File: config.mk
export PLATFORM = sky130hd
export DESIGN_NAME = percent_decode_utf8_check_unit_flat
export DESIGN_NICKNAME = d
export VERILOG_FILES = /design/src/rtl/pdu_pkg.sv /design/src/rtl/pdu_in_if.sv /design/src/rtl/pdu_out_if.sv /design/src/rtl/percent_decode_utf8_check_unit.sv /design/src/rtl/pdu_front.sv /design/src/rtl/pdu_queue.sv /design/src/rtl/pdu_back.sv /design/src/flat_wrapper.sv
export SDC_FILE = /design/constraint.sdc
export NUM_CORES = 1
export LEC_CHECK = 0
export BUFFER_PORTS_ARGS = -buffer_cell sky130_fd_sc_hd__buf_2
export CORE_AREA = 5 5 123 137
export DETAILED_ROUTE_END_ITERATION = 16
export DIE_AREA = 0 0 128 142
export GPL_TIMING_DRIVEN = 0
export MAX_ROUTING_LAYER = met4
export PLACE_DENSITY = 0.75
export SYNTH_ARGS = -nofsm -noshare
export SYNTH_HDL_FRONTEND = slang
export SYNTH_SLANG_ARGS = --single-unit
File: constraint.sdc
create_clock -name clk -period 6.17 [get_ports clk]
set_input_delay 0.9255 -clock clk [delete_from_list [all_inputs] [get_ports clk]]
set_output_delay 0.9255 -clock clk [all_outputs]
set_load 0.02 [all_outputs]
File: src/rtl/pdu_pkg.sv
`default_nettype none

package pdu_pkg;

  // Decode modes held in the configuration register.
  typedef enum logic [1:0] {
    MODE_COMPONENT = 2'd0,
    MODE_URI       = 2'd1,
    MODE_LENIENT   = 2'd2,
    MODE_SPARE     = 2'd3
  } decode_mode_t;

  // Position inside a percent escape.
  typedef enum logic [1:0] {
    ESC_NONE  = 2'd0,
    ESC_PCT   = 2'd1,
    ESC_DIGIT = 2'd2
  } esc_phase_t;

  localparam logic [7:0] CHAR_PCT = 8'h25;

  localparam logic [20:0] CP_MIN_TWO   = 21'h00080;
  localparam logic [20:0] CP_MIN_THREE = 21'h00800;
  localparam logic [20:0] CP_SURR_LO   = 21'h0D800;
  localparam logic [20:0] CP_SURR_HI   = 21'h0DFFF;
  localparam logic [20:0] CP_MIN_FOUR  = 21'h10000;
  localparam logic [20:0] CP_MAX       = 21'h10FFFF;

  localparam int unsigned MAX_DATA    = 3;
  localparam int unsigned QUEUE_DEPTH = 2;

  // Everything one input transfer produces, handed from the front to the back.
  typedef struct packed {
    logic [1:0]                n_data;
    logic [MAX_DATA-1:0][7:0]  data;
    logic                      has_status;
    logic                      malformed;
    logic [15:0]               count;
  } pdu_bundle_t;

  // Returns {valid, nibble} for an ASCII hex digit.
  function automatic logic [4:0] hex_val(input logic [7:0] c);
    logic [4:0] r;
    r = 5'd0;
    if (c >= 8'h30 && c <= 8'h39) begin
      r = {1'b1, 4'(c - 8'h30)};
    end else if (c >= 8'h41 && c <= 8'h46) begin
      r = {1'b1, 4'(c - 8'h37)};
    end else if (c >= 8'h61 && c <= 8'h66) begin
      r = {1'b1, 4'(c - 8'h57)};
    end
    return r;
  endfunction

  // Reserved characters kept escaped in URI mode: # $ & + , / : ; = ? @
  function automatic logic is_uri_delim(input logic [7:0] c);
    return (c == 8'h23) || (c == 8'h24) || (c == 8'h26) || (c == 8'h2B) ||
           (c == 8'h2C) || (c == 8'h2F) || (c == 8'h3A) || (c == 8'h3B) ||
           (c == 8'h3D) || (c == 8'h3F) || (c == 8'h40);
  endfunction

endpackage

`default_nettype wire

File: src/rtl/pdu_in_if.sv
`default_nettype none

interface pdu_in_if;
  logic       valid;
  logic       ready;
  logic [7:0] in_byte;
  logic       end_of_string;

  modport source (output valid, output in_byte, output end_of_string, input ready);
  modport sink   (input valid, input in_byte, input end_of_string, output ready);
endinterface

`default_nettype wire

File: src/rtl/pdu_out_if.sv
`default_nettype none

interface pdu_out_if;
  logic        valid;
  logic        ready;
  logic        record_kind;
  logic [7:0]  out_byte;
  logic        malformed;
  logic [15:0] out_count;
  logic        run_last;

  modport source (output valid, output record_kind, output out_byte, output malformed,
                  output out_count, output run_last, input ready);
  modport sink   (input valid, input record_kind, input out_byte, input malformed,
                  input out_count, input run_last, output ready);
endinterface

`default_nettype wire

File: src/rtl/percent_decode_utf8_check_unit.sv
// A byte's results are registered in the front-to-back queue and offered from there.
// Throughput: one byte per cycle while each byte yields at most one result and out_ch
// is ready; the back-end sequencer plays out all results of a byte before the next byte's.
// Reset: synchronous, active low; clears the decode mode to strict component decoding,
// all per-string state and the queue between front and back end.
`default_nettype none

module percent_decode_utf8_check_unit import pdu_pkg::*; #(
  parameter int unsigned COUNT_BITS = 16
) (
  input  wire logic        clk,
  input  wire logic        rst_n,
  pdu_in_if.sink           in_ch,
  pdu_out_if.source        out_ch,
  input  wire logic        cfg_wr_en,
  input  wire logic [1:0]  cfg_wr_data
);

  // The front end takes one byte per transfer and works out, in that same cycle,
  // every result the byte causes: decoded data bytes (up to three) and, on the
  // last byte of a string, the status record with the sticky error flag and the
  // saturating byte count. The whole set goes into a short queue as one entry.
  // The back end then plays an entry out one result per cycle, so a slow
  // consumer stalls the back end alone until the queue fills.

  pdu_bundle_t push_data;
  pdu_bundle_t head;
  logic        push, q_full, pop, q_empty;

  pdu_front #(
    .COUNT_BITS (COUNT_BITS)
  ) u_front (
    .clk         (clk),
    .rst_n       (rst_n),
    .in_ch       (in_ch),
    .cfg_wr_en   (cfg_wr_en),
    .cfg_wr_data (cfg_wr_data),
    .q_full      (q_full),
    .push_data   (push_data),
    .push        (push)
  );

  // Two entries let a byte be taken in the same cycle as the previous one's
  // results are still being handed over.
  pdu_queue u_queue (
    .clk       (clk),
    .rst_n     (rst_n),
    .push      (push),
    .push_data (push_data),
    .full      (q_full),
    .pop       (pop),
    .head      (head),
    .empty     (q_empty)
  );

  // The back end flags the final result of each byte's set with run_last and
  // frees the queue entry on that result's transfer.
  pdu_back u_back (
    .clk    (clk),
    .rst_n  (rst_n),
    .head   (head),
    .empty  (q_empty),
    .pop    (pop),
    .out_ch (out_ch)
  );

endmodule

`default_nettype wire

File: src/rtl/pdu_front.sv
`default_nettype none

module pdu_front import pdu_pkg::*; #(
  parameter int unsigned COUNT_BITS = 16
) (
  input  wire logic        clk,
  input  wire logic        rst_n,
  pdu_in_if.sink           in_ch,
  input  wire logic        cfg_wr_en,
  input  wire logic [1:0]  cfg_wr_data,
  input  wire logic        q_full,
  output pdu_bundle_t      push_data,
  output logic             push
);

  decode_mode_t           mode_r;
  esc_phase_t             esc_r, esc_nxt;
  logic [7:0]             held_r, held_nxt;
  logic [3:0]             hi_r, hi_nxt;
  logic [1:0]             cont_r, cont_nxt;
  logic [1:0]             seql_r, seql_nxt;
  logic [20:0]            cp_r, cp_nxt;
  logic                   err_r, err_nxt;
  logic [COUNT_BITS-1:0]  cnt_r, cnt_nxt;

  logic [4:0]             hx;
  logic [7:0]             b;
  logic [7:0]             dec;
  logic [20:0]            cp_shift;
  logic                   lenient, uri, last, accept;
  logic [1:0]             nd;
  logic [MAX_DATA-1:0][7:0] dat;
  logic                   bad_range;
  logic [COUNT_BITS+1:0]  cnt_sum;
  logic [COUNT_BITS-1:0]  cnt_sat;
  logic [COUNT_BITS+15:0] cnt_ext;

  assign b        = in_ch.in_byte;
  assign last     = in_ch.end_of_string;
  assign hx       = hex_val(b);
  assign dec      = {hi_r, hx[3:0]};
  assign cp_shift = {cp_r[14:0], dec[5:0]};
  assign lenient  = (mode_r == MODE_LENIENT);
  assign uri      = (mode_r == MODE_URI);
  assign in_ch.ready = !q_full;
  assign accept   = in_ch.valid && !q_full;

  always_comb begin
    esc_nxt   = esc_r;
    held_nxt  = held_r;
    hi_nxt    = hi_r;
    cont_nxt  = cont_r;
    seql_nxt  = seql_r;
    cp_nxt    = cp_r;
    err_nxt   = err_r;
    nd        = 2'd0;
    dat       = '0;
    bad_range = 1'b0;

    if (lenient) begin
      unique case (esc_r)
        ESC_NONE: begin
          if (b == CHAR_PCT) begin
            esc_nxt = ESC_PCT;
          end else begin
            dat[nd] = b; nd = nd + 2'd1;
          end
        end
        ESC_PCT: begin
          if (hx[4]) begin
            held_nxt = b;
            hi_nxt   = hx[3:0];
            esc_nxt  = ESC_DIGIT;
          end else begin
            dat[nd] = CHAR_PCT; nd = nd + 2'd1;
            if (b == CHAR_PCT) begin
              esc_nxt = ESC_PCT;
            end else begin
              esc_nxt = ESC_NONE;
              dat[nd] = b; nd = nd + 2'd1;
            end
          end
        end
        default: begin
          esc_nxt = ESC_NONE;
          if (hx[4]) begin
            dat[nd] = dec; nd = nd + 2'd1;
          end else begin
            dat[nd] = CHAR_PCT; nd = nd + 2'd1;
            dat[nd] = held_r;   nd = nd + 2'd1;
            if (b == CHAR_PCT) begin
              esc_nxt = ESC_PCT;
            end else begin
              dat[nd] = b; nd = nd + 2'd1;
            end
          end
        end
      endcase
    end else if (!err_r) begin
      unique case (esc_r)
        ESC_NONE: begin
          if (b == CHAR_PCT) begin
            esc_nxt = ESC_PCT;
          end else if (cont_r != 2'd0) begin
            err_nxt = 1'b1; esc_nxt = ESC_NONE; cont_nxt = 2'd0;
          end else begin
            dat[nd] = b; nd = nd + 2'd1;
          end
        end
        ESC_PCT: begin
          if (!hx[4]) begin
            err_nxt = 1'b1; esc_nxt = ESC_NONE; cont_nxt = 2'd0;
          end else begin
            held_nxt = b;
            hi_nxt   = hx[3:0];
            esc_nxt  = ESC_DIGIT;
          end
        end
        default: begin
          if (!hx[4]) begin
            err_nxt = 1'b1; esc_nxt = ESC_NONE; cont_nxt = 2'd0;
          end else begin
            esc_nxt = ESC_NONE;
            if (cont_r != 2'd0) begin
              if (dec[7:6] != 2'b10) begin
                err_nxt = 1'b1; cont_nxt = 2'd0;
              end else begin
                dat[nd]  = dec; nd = nd + 2'd1;
                cp_nxt   = cp_shift;
                cont_nxt = cont_r - 2'd1;
                if (cont_r == 2'd1) begin
                  unique case (seql_r)
                    2'd1:    bad_range = (cp_shift < CP_MIN_TWO);
                    2'd2:    bad_range = (cp_shift < CP_MIN_THREE) ||
                                         ((cp_shift >= CP_SURR_LO) && (cp_shift <= CP_SURR_HI));
                    2'd3:    bad_range = (cp_shift < CP_MIN_FOUR) || (cp_shift > CP_MAX);
                    default: bad_range = 1'b0;
                  endcase
                  if (bad_range) begin
                    err_nxt = 1'b1; cont_nxt = 2'd0;
                  end
                end
              end
            end else if (uri && is_uri_delim(dec)) begin
              dat[nd] = CHAR_PCT; nd = nd + 2'd1;
              dat[nd] = held_r;   nd = nd + 2'd1;
              dat[nd] = b;        nd = nd + 2'd1;
            end else if (!dec[7]) begin
              dat[nd] = dec; nd = nd + 2'd1;
            end else if (dec[7:5] == 3'b110) begin
              seql_nxt = 2'd1; cont_nxt = 2'd1; cp_nxt = {16'd0, dec[4:0]};
              dat[nd] = dec; nd = nd + 2'd1;
            end else if (dec[7:4] == 4'b1110) begin
              seql_nxt = 2'd2; cont_nxt = 2'd2; cp_nxt = {17'd0, dec[3:0]};
              dat[nd] = dec; nd = nd + 2'd1;
            end else if (dec[7:3] == 5'b11110) begin
              seql_nxt = 2'd3; cont_nxt = 2'd3; cp_nxt = {18'd0, dec[2:0]};
              dat[nd] = dec; nd = nd + 2'd1;
            end else begin
              err_nxt = 1'b1; cont_nxt = 2'd0;
            end
          end
        end
      endcase
    end

    // An escape, or in the strict modes an open UTF-8 sequence, cut short by the end of the string.
    if (last) begin
      if (lenient) begin
        if (esc_nxt == ESC_PCT) begin
          dat[nd] = CHAR_PCT; nd = nd + 2'd1;
        end else if (esc_nxt == ESC_DIGIT) begin
          dat[nd] = CHAR_PCT; nd = nd + 2'd1;
          dat[nd] = held_nxt; nd = nd + 2'd1;
        end
      end else if (!err_nxt && ((esc_nxt != ESC_NONE) || (cont_nxt != 2'd0))) begin
        err_nxt = 1'b1;
      end
    end

    cnt_sum = {2'b00, cnt_r} + {{COUNT_BITS{1'b0}}, nd};
    if (cnt_sum > {2'b00, {COUNT_BITS{1'b1}}}) begin
      cnt_sat = {COUNT_BITS{1'b1}};
    end else begin
      cnt_sat = cnt_sum[COUNT_BITS-1:0];
    end
    cnt_ext = {16'd0, cnt_sat};
    cnt_nxt = cnt_sat;

    push_data.n_data     = nd;
    push_data.data       = dat;
    push_data.has_status = last;
    push_data.malformed  = err_nxt;
    push_data.count      = cnt_ext[15:0];

    if (last) begin
      esc_nxt  = ESC_NONE;
      held_nxt = 8'd0;
      hi_nxt   = 4'd0;
      cont_nxt = 2'd0;
      seql_nxt = 2'd0;
      cp_nxt   = 21'd0;
      err_nxt  = 1'b0;
      cnt_nxt  = '0;
    end
  end

  assign push = accept && (last || (nd != 2'd0));

  always_ff @(posedge clk) begin
    if (!rst_n) begin
      mode_r <= MODE_COMPONENT;
      esc_r  <= ESC_NONE;
      held_r <= 8'd0;
      hi_r   <= 4'd0;
      cont_r <= 2'd0;
      seql_r <= 2'd0;
      cp_r   <= 21'd0;
      err_r  <= 1'b0;
      cnt_r  <= '0;
    end else begin
      if (cfg_wr_en) begin
        mode_r <= decode_mode_t'(cfg_wr_data);
      end
      if (accept) begin
        esc_r  <= esc_nxt;
        held_r <= held_nxt;
        hi_r   <= hi_nxt;
        cont_r <= cont_nxt;
        seql_r <= seql_nxt;
        cp_r   <= cp_nxt;
        err_r  <= err_nxt;
        cnt_r  <= cnt_nxt;
      end
    end
  end

endmodule

`default_nettype wire

File: src/rtl/pdu_queue.sv
`default_nettype none

module pdu_queue import pdu_pkg::*; (
  input  wire logic        clk,
  input  wire logic        rst_n,
  input  wire logic        push,
  input  wire pdu_bundle_t push_data,
  output logic             full,
  input  wire logic        pop,
  output pdu_bundle_t      head,
  output logic             empty
);

  localparam int unsigned PTR_W = (QUEUE_DEPTH > 1) ? $clog2(QUEUE_DEPTH) : 1;
  localparam int unsigned CNT_W = $clog2(QUEUE_DEPTH + 1);

  pdu_bundle_t        store_r [QUEUE_DEPTH];
  logic [PTR_W-1:0]   wr_ptr_r, rd_ptr_r;
  logic [CNT_W-1:0]   fill_r;
  logic               do_push, do_pop;

  assign full    = (fill_r == CNT_W'(QUEUE_DEPTH));
  assign empty   = (fill_r == '0);
  assign do_push = push && !full;
  assign do_pop  = pop && !empty;
  assign head    = store_r[rd_ptr_r];

  always_ff @(posedge clk) begin
    if (do_push) begin
      store_r[wr_ptr_r] <= push_data;
    end
  end

  always_ff @(posedge clk) begin
    if (!rst_n) begin
      wr_ptr_r <= '0;
      rd_ptr_r <= '0;
      fill_r   <= '0;
    end else begin
      if (do_push) begin
        wr_ptr_r <= (wr_ptr_r == PTR_W'(QUEUE_DEPTH - 1)) ? '0 : wr_ptr_r + 1'b1;
      end
      if (do_pop) begin
        rd_ptr_r <= (rd_ptr_r == PTR_W'(QUEUE_DEPTH - 1)) ? '0 : rd_ptr_r + 1'b1;
      end
      if (do_push && !do_pop) begin
        fill_r <= fill_r + 1'b1;
      end else if (do_pop && !do_push) begin
        fill_r <= fill_r - 1'b1;
      end
    end
  end

endmodule

`default_nettype wire

File: src/rtl/pdu_back.sv
`default_nettype none

module pdu_back import pdu_pkg::*; (
  input  wire logic        clk,
  input  wire logic        rst_n,
  input  wire pdu_bundle_t head,
  input  wire logic        empty,
  output logic             pop,
  pdu_out_if.source        out_ch
);

  logic [1:0] idx_r, idx_nxt;
  logic [2:0] total;
  logic       is_data, is_last, fire;

  assign total   = {1'b0, head.n_data} + {2'b00, head.has_status};
  assign is_data = (idx_r < head.n_data);
  assign is_last = (({1'b0, idx_r} + 3'd1) == total);
  assign fire    = !empty && out_ch.ready;
  assign pop     = fire && is_last;

  assign out_ch.valid       = !empty;
  assign out_ch.record_kind = !is_data;
  assign out_ch.out_byte    = is_data ? head.data[idx_r] : 8'd0;
  assign out_ch.malformed   = is_data ? 1'b0 : head.malformed;
  assign out_ch.out_count   = is_data ? 16'd0 : head.count;
  assign out_ch.run_last    = is_last;

  always_comb begin
    idx_nxt = idx_r;
    if (fire) begin
      idx_nxt = is_last ? 2'd0 : idx_r + 2'd1;
    end
  end

  always_ff @(posedge clk) begin
    if (!rst_n) begin
      idx_r <= 2'd0;
    end else begin
      idx_r <= idx_nxt;
    end
  end

endmodule

`default_nettype wire

File: src/flat_wrapper.sv
// flat-port wrapper written by rule: the top's interface ports become plain ports
module percent_decode_utf8_check_unit_flat import pdu_pkg::*;
#(
  parameter int unsigned COUNT_BITS = 16
)
  (clk, rst_n, cfg_wr_en, cfg_wr_data, in_ch_valid, in_ch_in_byte, in_ch_end_of_string, in_ch_ready, out_ch_valid, out_ch_record_kind, out_ch_out_byte, out_ch_malformed, out_ch_out_count, out_ch_run_last, out_ch_ready);
  pdu_in_if in_ch_i ();
  pdu_out_if out_ch_i ();
  input  wire logic clk;
  input  wire logic rst_n;
  input  wire logic cfg_wr_en;
  input  wire logic [1:0] cfg_wr_data;
  input wire logic [$bits(in_ch_i.valid)-1:0] in_ch_valid;
  input wire logic [$bits(in_ch_i.in_byte)-1:0] in_ch_in_byte;
  input wire logic [$bits(in_ch_i.end_of_string)-1:0] in_ch_end_of_string;
  output wire logic [$bits(in_ch_i.ready)-1:0] in_ch_ready;
  output wire logic [$bits(out_ch_i.valid)-1:0] out_ch_valid;
  output wire logic [$bits(out_ch_i.record_kind)-1:0] out_ch_record_kind;
  output wire logic [$bits(out_ch_i.out_byte)-1:0] out_ch_out_byte;
  output wire logic [$bits(out_ch_i.malformed)-1:0] out_ch_malformed;
  output wire logic [$bits(out_ch_i.out_count)-1:0] out_ch_out_count;
  output wire logic [$bits(out_ch_i.run_last)-1:0] out_ch_run_last;
  input wire logic [$bits(out_ch_i.ready)-1:0] out_ch_ready;
  assign in_ch_i.valid = in_ch_valid;
  assign in_ch_i.in_byte = in_ch_in_byte;
  assign in_ch_i.end_of_string = in_ch_end_of_string;
  assign in_ch_ready = in_ch_i.ready;
  assign out_ch_valid = out_ch_i.valid;
  assign out_ch_record_kind = out_ch_i.record_kind;
  assign out_ch_out_byte = out_ch_i.out_byte;
  assign out_ch_malformed = out_ch_i.malformed;
  assign out_ch_out_count = out_ch_i.out_count;
  assign out_ch_run_last = out_ch_i.run_last;
  assign out_ch_i.ready = out_ch_ready;
  percent_decode_utf8_check_unit #(.COUNT_BITS(COUNT_BITS)) u_core (.clk(clk), .rst_n(rst_n), .in_ch(in_ch_i), .out_ch(out_ch_i), .cfg_wr_en(cfg_wr_en), .cfg_wr_data(cfg_wr_data));
endmodule
==> results of run 1 <==
==> layer usage <==
layer / vias to the layer above / share of wire (%) / track usage [%]
met5: - / 0 / -
met4: 0 / 3.1 / 10.3
met3: 60 / 7.5 / 5.82
met2: 305 / 48 / 40.4
met1: 3278 / 42 / 33.6
li1: 3243 / - / -
==> state kept, by name (all words and copies together), names as in the netlist, 2 cells and up, named ones only <==
register	count
u_core.u_front.cp_r	15
u_core.u_front.seql_r	2
u_core.u_back.idx_r	2
u_core.u_queue.fill_r	2
u_core.u_front.mode_r	2
u_core.u_front.esc_r	2
u_core.u_front.held_r	8
u_core.u_front.hi_r	4
u_core.u_queue.store_r	88
u_core.u_front.cnt_r	16
u_core.u_front.cont_r	2
==> worst register-to-register path: cells and delay by family (launching register included) <==
kind                     cells  cell delay, ns
AND/OR/NAND/NOR              9            2.05
buffers and inverters        6            1.12
AO/OA/AOI/OAI                6            0.94
adder cells (fa/ha/maj)      2            0.53
flip-flops                   1            0.36
==> Yosys cell counts (all sizes together) (10+ instances only) <==
cell type / instances
mux2: 12
buf: 14
nor2: 73
and3: 12
nand2b: 10
xnor2: 11
nor3: 17
nand2: 78
o21ai: 41
o22ai: 12
a21oi: 41
a22oi: 35
nor2b: 40
and2: 11
mux2i: 34
inv: 19
clkbuf: 46
edfxtp: 88
nand3: 29
dfxtp: 59
ha: 16
==> logic make-up after synthesis <==
logic type	Yosys count	share of synthesized area (%)
and+or+nand+nor	312	19.2
AOI/OAI and AO/OA	208	17.6
DFF	147	46.5
buffers and inverters	81	4.03
muxes	54	7.96
xor gates and xnor gates	20	2.13
adders and majority gates	17	2.68
==> layout make-up <==
type / instances / area [sq um] / area share [%]
Clock inverter: 10 / 120 / 1.28
Sequential cell: 147 / 3820 / 40.6
Inverter: 21 / 81.3 / 0.864
Multi-Input combinational cell: 611 / 4140 / 44.0
Tap cell: 200 / 250 / 2.66
Timing Repair Buffer: 45 / 260 / 2.77
Buffer: 59 / 260 / 2.77
Clock buffer: 22 / 475 / 5.05
==> stage by stage <==
stage	power [mW]	util, %	hold WS [ns]	setup slack, ns	TNS (ns)
finish	2.96	61.2	0.460	0.221	0
global route	3.09	61.2	0.483	-0.00225	-0.00225
CTS	2.98	60.9	0.460	0.0290	0
detailed placement	1.94	56.8	0.450	-1.29	-43.54
global placement	1.91	56.5	0.443	-1.24	-91.76
floorplan	1.71	-	0.429	0.0448	0
==> how the worst max path moves through the flow <==
stage | to | depth (start not counted)
after floorplan | u_core.u_front.cnt_r[3]$_SDFFE_PN0P_ | 25
after global placement | u_core.u_front.cnt_r[3]$_SDFFE_PN0P_ | 25
after detailed placement | u_core.u_front.cnt_r[3]$_SDFFE_PN0P_ | 26
after CTS | u_core.u_front.cnt_r[3]$_SDFFE_PN0P_ | 26
after global routing | u_core.u_front.cnt_r[3]$_SDFFE_PN0P_ | 26
final | u_core.u_front.cnt_r[2]$_SDFFE_PN0P_ | 26
==> power by group <==
part	switching, mW	internal (mW)	total, mW
sequential	0.0360	1.16	1.19
combinational	0.468	0.259	0.727
clock	0.405	0.633	1.04
total	0.910	2.05	2.96
==> what timing repair did <==
item / CTS / global route
setup endpoints to repair: 46 / 26
resized for setup: 12 / 11
buffers inserted: 0 / 2
pin swaps: 0 / 2
==> key figures, run 1 <==
Routing
  • Number of DRC markers in iteration 0: 741
  • Final WL: 22500 microns
  • Total via count after detailed routing: 6886
  • Average wire per cell in the routed design: 20.2 microns
  • DRC: 0
  • Number of nets still failing antenna checks after routing: 0
  • Pre-Repair DR Iteration Count: 5
  • Mean number of vias per cell: 6.18

Finish
  • Count of filler cells inserted in the layout: 1314
  • Final antenna diode count: 0
  • Non-Filler Instances: 1115
  • Post-route cell area: 0.00941 sq mm
  • Fin nets: 935
  • Share of post-route cells with drive strength above 1: 15.3%
  • Commonest non-fill, non-tap cell in the layout: edfxtp_1
  • Highest-count cells in the layout ignoring fill and taps: edfxtp_1, nand2_1, nor2_1, dfxtp_1, buf_2
  • Area Overhead vs Synth: 14.3%

GRT
  • Initial antenna violation count: 0
  • Total routing resource utilization after global routing: 26.1%
  • GRT Residual Overflow: 0
  • Vias in the first global route: 6649
  • Wire length of the first global-routing pass: 36000 microns
  • Largest net degree at the start of global routing: 34

STA
  • Final Critical Period: 5.95 ns
  • Actual transition at the worst max-transition pin: 1.11 ns
  • Maximum frequency from static timing analysis: 0.168 GHz
  • Post-route fraction of the period consumed by the critical path: 96.4%
  • Total of endpoints with negative setup slack in the final report: 0
  • Worst relative slew slack: 25.6%
  • Worst-case clock skew: 0.0106 ns
  • Number of max-slew violations in the final report: 0
  • Count of final hold-check violations: 0

Floorplan
  • Die Outline Area: 0.0182 sq mm
  • Starting density of the core: 53.5%
  • Die W: 128 microns
  • Die Span Y: 142 microns
  • Row cnt: 48
  • Placeable core area: 0.0154 sq mm
  • Ports: 45

Yosys
  • Synth Net Count: 872
  • Leading post-synthesis cells by cell area: edfxtp_1, dfxtp_1, mux2i_1, nand2_1, nor2_1
  • Post-synth top flop: edfxtp_1
  • Number of instances in the synthesized netlist: 839
  • Post-Syn Area per Cell: 9.81 sq um
  • Post-synthesis register bit count: 147
  • Total of warnings raised by yosys: 0
  • Share of the synthesized area in the top cell type: 32.1%
  • Number of flops mapped to enable cells by yosys: 88
  • Post-synth ARST share: 0%
  • Library cell with the largest summed area after synthesis: edfxtp_1
  • Post-synthesis instance area: 0.00823 sq mm
  • Post-synthesis sequential area ratio: 46.5%
  • Netlist cell types: 76

Critical path
  • Depth of the worst register-to-register path: 23
  • Startpoint Class: input port
  • Crit Reg-Reg Startpoint: u_core.u_front.mode_r[1]$_SDFFE_PN0P_
  • Slack of the worst reg-to-reg path: 1.11 ns
  • Buf+Inv Stages, Crit Path: 7
  • Setup crit start: in_ch_in_byte[0]
  • Delay of the slowest cell on the worst path: 0.49 ns
  • Worst path required time: 6.55 ns
  • Most frequent CP cell: a21oi_1
  • Cell type of the slowest stage on the worst timing path: or3b_2
  • Endpoint of the worst register-to-register path: u_core.u_front.cnt_r[2]$_SDFFE_PN0P_
  • Worst Path Class, Setup: input port to flop
  • Endpoint class of the critical path: flop
  • Data arrival time of the critical path: 6.33 ns
  • Top fanout value on the critical path: 10
  • CP top delay family: simple AND/OR/NAND/NOR gates

Pwr
  • Power density over the cells: 314 mW/mm^2
  • VDD IR-drop max: 0.147 mV
  • Leakage power summed over all cells: 3.43 nW

Status
  • Status: finished, final reports clean

Clock tree
  • Hold buffer count at CTS: 0
  • Clock insertion delay at the later pin of the skew report: 0.43 ns
  • Reg clk slew, reported paths: 0.06 ns
  • Clock tree sinks: 147
  • Maximum clock path buffer count: 2
  • Number of H-tree levels: 4
  • Num CTS Buffers: 17
  • Clock tree from TritonCTS: done
  • Root buf cell: clkbuf_16

Min path
  • Beginning of the worst hold path: u_core.u_front.cp_r[13]$_SDFFE_PN0P_
  • Type of the tightest min-delay check: flop to flop
  • Hold endpoint: u_core.u_front.cp_r[13]$_SDFFE_PN0P_
  • Min-Delay Path Depth: 2

Place
  • Gpl congestion: 0.999
  • Total half-perimeter wirelength after legalization and detailed placement: 16100 microns
  • Area of placed instances: 0.00874 sq mm
  • Count of buffers from port buffering: 41
  • Placed cell count: 1082

Job
  • Max cap viols: 0
No activity file was read; power rests on OpenSTA's default activity.
==> inputs of run 2 (changes only) <==
Settings changed: CELL_PAD_IN_SITES_DETAIL_PLACEMENT set to 0, CELL_PAD_IN_SITES_GLOBAL_PLACEMENT set to 1, CORE_AREA 5 5 123 137 to 5 5 137 152, DIE_AREA 0 0 128 142 to 0 0 142 157, PLACE_DENSITY 0.75 to unset, PLACE_DENSITY_LB_ADDON set to 0.1.
==> key figures, run 2 (synthesis results as in run 1) <==
Floorplan
  • Placeable core area: 0.0190 sq mm (was 0.0154 sq mm)
  • Row cnt: 53 (was 48)
  • Ports: 45 (unchanged)
  • Starting density of the core: 43.4% (was 53.5%)
  • Die Outline Area: 0.0223 sq mm (was 0.0182 sq mm)
  • Die Span Y: 157 microns (was 142 microns)
  • Die W: 142 microns (was 128 microns)

Finish
  • Final antenna diode count: 0 (unchanged)
  • Final design utilization: 50.4% (was 61.2%)
  • Biggest regs: u_core.u_queue.store_r x88, u_core.u_front.cnt_r x16, u_core.u_front.cp_r x15 (unchanged)
  • Flip-flop count of the largest register, all copies and words added: 88 (unchanged)
  • Biggest register: u_core.u_queue.store_r (unchanged)
  • Share of post-route cells with drive strength above 1: 16.3% (was 15.3%)
  • Non-Filler Instances: 1166 (was 1115)
  • Commonest non-fill, non-tap cell in the layout: edfxtp_1 (unchanged)
  • Count of filler cells inserted in the layout: 1794 (was 1314)
  • Fin nets: 939 (was 935)
  • Highest-count cells in the layout ignoring fill and taps: edfxtp_1, nand2_1, nor2_1, dfxtp_1, buf_2 (unchanged)
  • Area Overhead vs Synth: 16.2% (was 14.3%)

Pwr
  • Sequential power share: 39.4% (was 40.3%)
  • VDD IR-drop max: 0.189 mV (was 0.147 mV)
  • Clock network fraction of design power: 36.6% (was 35.1%)
  • Switch share: 31.3% (was 30.7%)
  • Power density over the cells: 316 mW/mm^2 (was 314 mW/mm^2)
  • Leakage power summed over all cells: 3.48 nW (was 3.43 nW)
  • Switching power summed over all nets: 0.945 mW (was 0.910 mW)
  • Comb pwr share: 24.0% (was 24.6%)
  • Cell internal pwr: 2.07 mW (was 2.05 mW)

Place
  • Placed cell count: 1129 (was 1082)
  • Total half-perimeter wirelength after legalization and detailed placement: 18100 microns (was 16100 microns)
  • Gpl congestion: 0.953 (was 0.999)
  • Count of buffers from port buffering: 41 (unchanged)

Critical path
  • Top fanout value on the critical path: 10 (unchanged)
  • Cell type of the slowest stage on the worst timing path: or3b_2 (unchanged)
  • Worst path required time: 6.54 ns (was 6.55 ns)
  • Worst Path Class, Setup: input port to flop (unchanged)
  • Endpoint class of the critical path: flop (unchanged)
  • Delay of the slowest cell on the worst path: 0.50 ns (was 0.49 ns)
  • Startpoint Class: input port (unchanged)
  • Setup crit start: in_ch_in_byte[0] (unchanged)
  • Data arrival time of the critical path: 6.31 ns (was 6.33 ns)
  • Crit Reg-Reg Startpoint: u_core.u_front.hi_r[3]$_SDFFE_PN0P_ (was u_core.u_front.mode_r[1]$_SDFFE_PN0P_)

STA
  • Maximum frequency from static timing analysis: 0.168 GHz (about the same)
  • Actual transition at the worst max-transition pin: 1.01 ns (was 1.11 ns)
  • Worst hold slack after final layout: 0.458 ns (was 0.460 ns)
  • Worst relative slew slack: 32.4% (was 25.6%)
  • Count of final hold-check violations: 0 (unchanged)
  • Worst-case clock skew: 0.0114 ns (was 0.0106 ns)
  • Setup TNS: 0 ns (unchanged)
  • Number of max-slew violations in the final report: 0 (unchanged)
  • Total of endpoints with negative setup slack in the final report: 0 (unchanged)
  • Final Critical Period: 5.94 ns (was 5.95 ns)
  • Post-route fraction of the period consumed by the critical path: 96.2% (was 96.4%)

Clock tree
  • Maximum clock path buffer count: 2 (unchanged)
  • Number of H-tree levels: 4 (unchanged)
  • Clock tree from TritonCTS: done (unchanged)
  • Clock tree sinks: 147 (unchanged)
  • Reg clk slew, reported paths: 0.07 ns (was 0.06 ns)
  • Clock insertion delay at the later pin of the skew report: 0.43 ns (about the same)
  • Root buf cell: clkbuf_16 (unchanged)
  • Num CTS Buffers: 17 (unchanged)
  • Hold buffer count at CTS: 0 (unchanged)

Routing
  • DRC: 0 (unchanged)
  • Number of DRC markers in iteration 0: 571 (was 741)
  • Pre-Repair DR Iteration Count: 5 (unchanged)
  • Average wire per cell in the routed design: 20.8 microns (was 20.2 microns)
  • Total via count after detailed routing: 6858 (was 6886)
  • Mean number of vias per cell: 5.88 (was 6.18)
  • Final WL: 24200 microns (was 22500 microns)
  • Number of nets still failing antenna checks after routing: 0 (unchanged)

GRT
  • Total routing resource utilization after global routing: 22.9% (was 26.1%)
  • Initial antenna violation count: 0 (unchanged)
  • GRT Residual Overflow: 0 (unchanged)
  • Wire length of the first global-routing pass: 38300 microns (was 36000 microns)
  • Vias in the first global route: 6766 (was 6649)
  • Largest net degree at the start of global routing: 31 (was 34)

Status
  • Status: finished, final reports clean (unchanged)

Job
  • Max cap viols: 0 (unchanged)

Min path
  • Type of the tightest min-delay check: flop to flop (unchanged)
  • Beginning of the worst hold path: u_core.u_front.cp_r[11]$_SDFFE_PN0P_ (was u_core.u_front.cp_r[13]$_SDFFE_PN0P_)
## run 2: cell type report
class	count	area, sq um	share of cell area, %
flip-flops and latches	147	3820	40.0
inverters	21	81.3	0.850
plain buffers	59	263	2.75
clock inverters	15	210	2.20
well taps	247	309	3.23
repair buffers	49	293	3.06
multi-input cells	611	4160	43.5
clock buffers	17	425	4.45
## run 2: what timing repair did
action                     4_1_cts  5_1_grt
pin swaps                        0        6
hold endpoints to repair         0        0
buffers inserted                 1        5
setup endpoints to repair       46       23
gates resized for setup         18       10
## run 2: worst paths after layout
check	end	slack [ns]	cells past startpoint
worst max-delay path	u_core.u_front.cnt_r[3]$_SDFFE_PN0P_	0.23	26
worst min-delay path	u_core.u_front.cp_r[11]$_SDFFE_PN0P_	0.46	2
worst max register to register	u_core.u_front.cnt_r[3]$_SDFFE_PN0P_	0.92	19
worst min register to register	u_core.u_front.cp_r[11]$_SDFFE_PN0P_	0.46	2
## run 2: power groups by stage
stage | clock (mW) | combinational (mW) | sequential (mW)
after floorplan | 0 | 0.500 | 1.21
after global routing | 1.18 | 0.791 | 1.20
after detailed placement | 0 | 0.730 | 1.21
after global placement | 0 | 0.702 | 1.21
after CTS | 1.13 | 0.734 | 1.19
final | 1.10 | 0.724 | 1.19
## run 2: per-layer routing
| layer | up-vias | part of all wire [%] | track usage, % | wire length, microns |
|---|---|---|---|---|
| met4 | 0 | 2.4 | 8.64 | 584 |
| met3 | 45 | 4.6 | 3.83 | 1110 |
| met5 | - | 0 | - | 0 |
| met2 | 210 | 47 | 35.1 | 11500 |
| li1 | 3259 | - | - | - |
| met1 | 3344 | 46 | 30.6 | 11100 |
## run 2: stage by stage
step           power, mW  setup slack (ns)  instance area [sq um]
3_5_place_dp        1.94             -1.48                   8800
3_3_place_gp        1.92             -1.46                   8750
5_1_grt             3.17        -0.0000639                   9570
4_1_cts             3.05            0.0164                   9490
6_report            3.02             0.234                   9570
2_1_floorplan       1.71            0.0448                   8240
## run 2: critical path: cells and delay by family
family,cells,cell delay [ns]
buffers and inverters,7,1.06
adders and majority gates,3,0.74
AOI/OAI and AO/OA,8,1.62
and+or+nand+nor,8,1.94
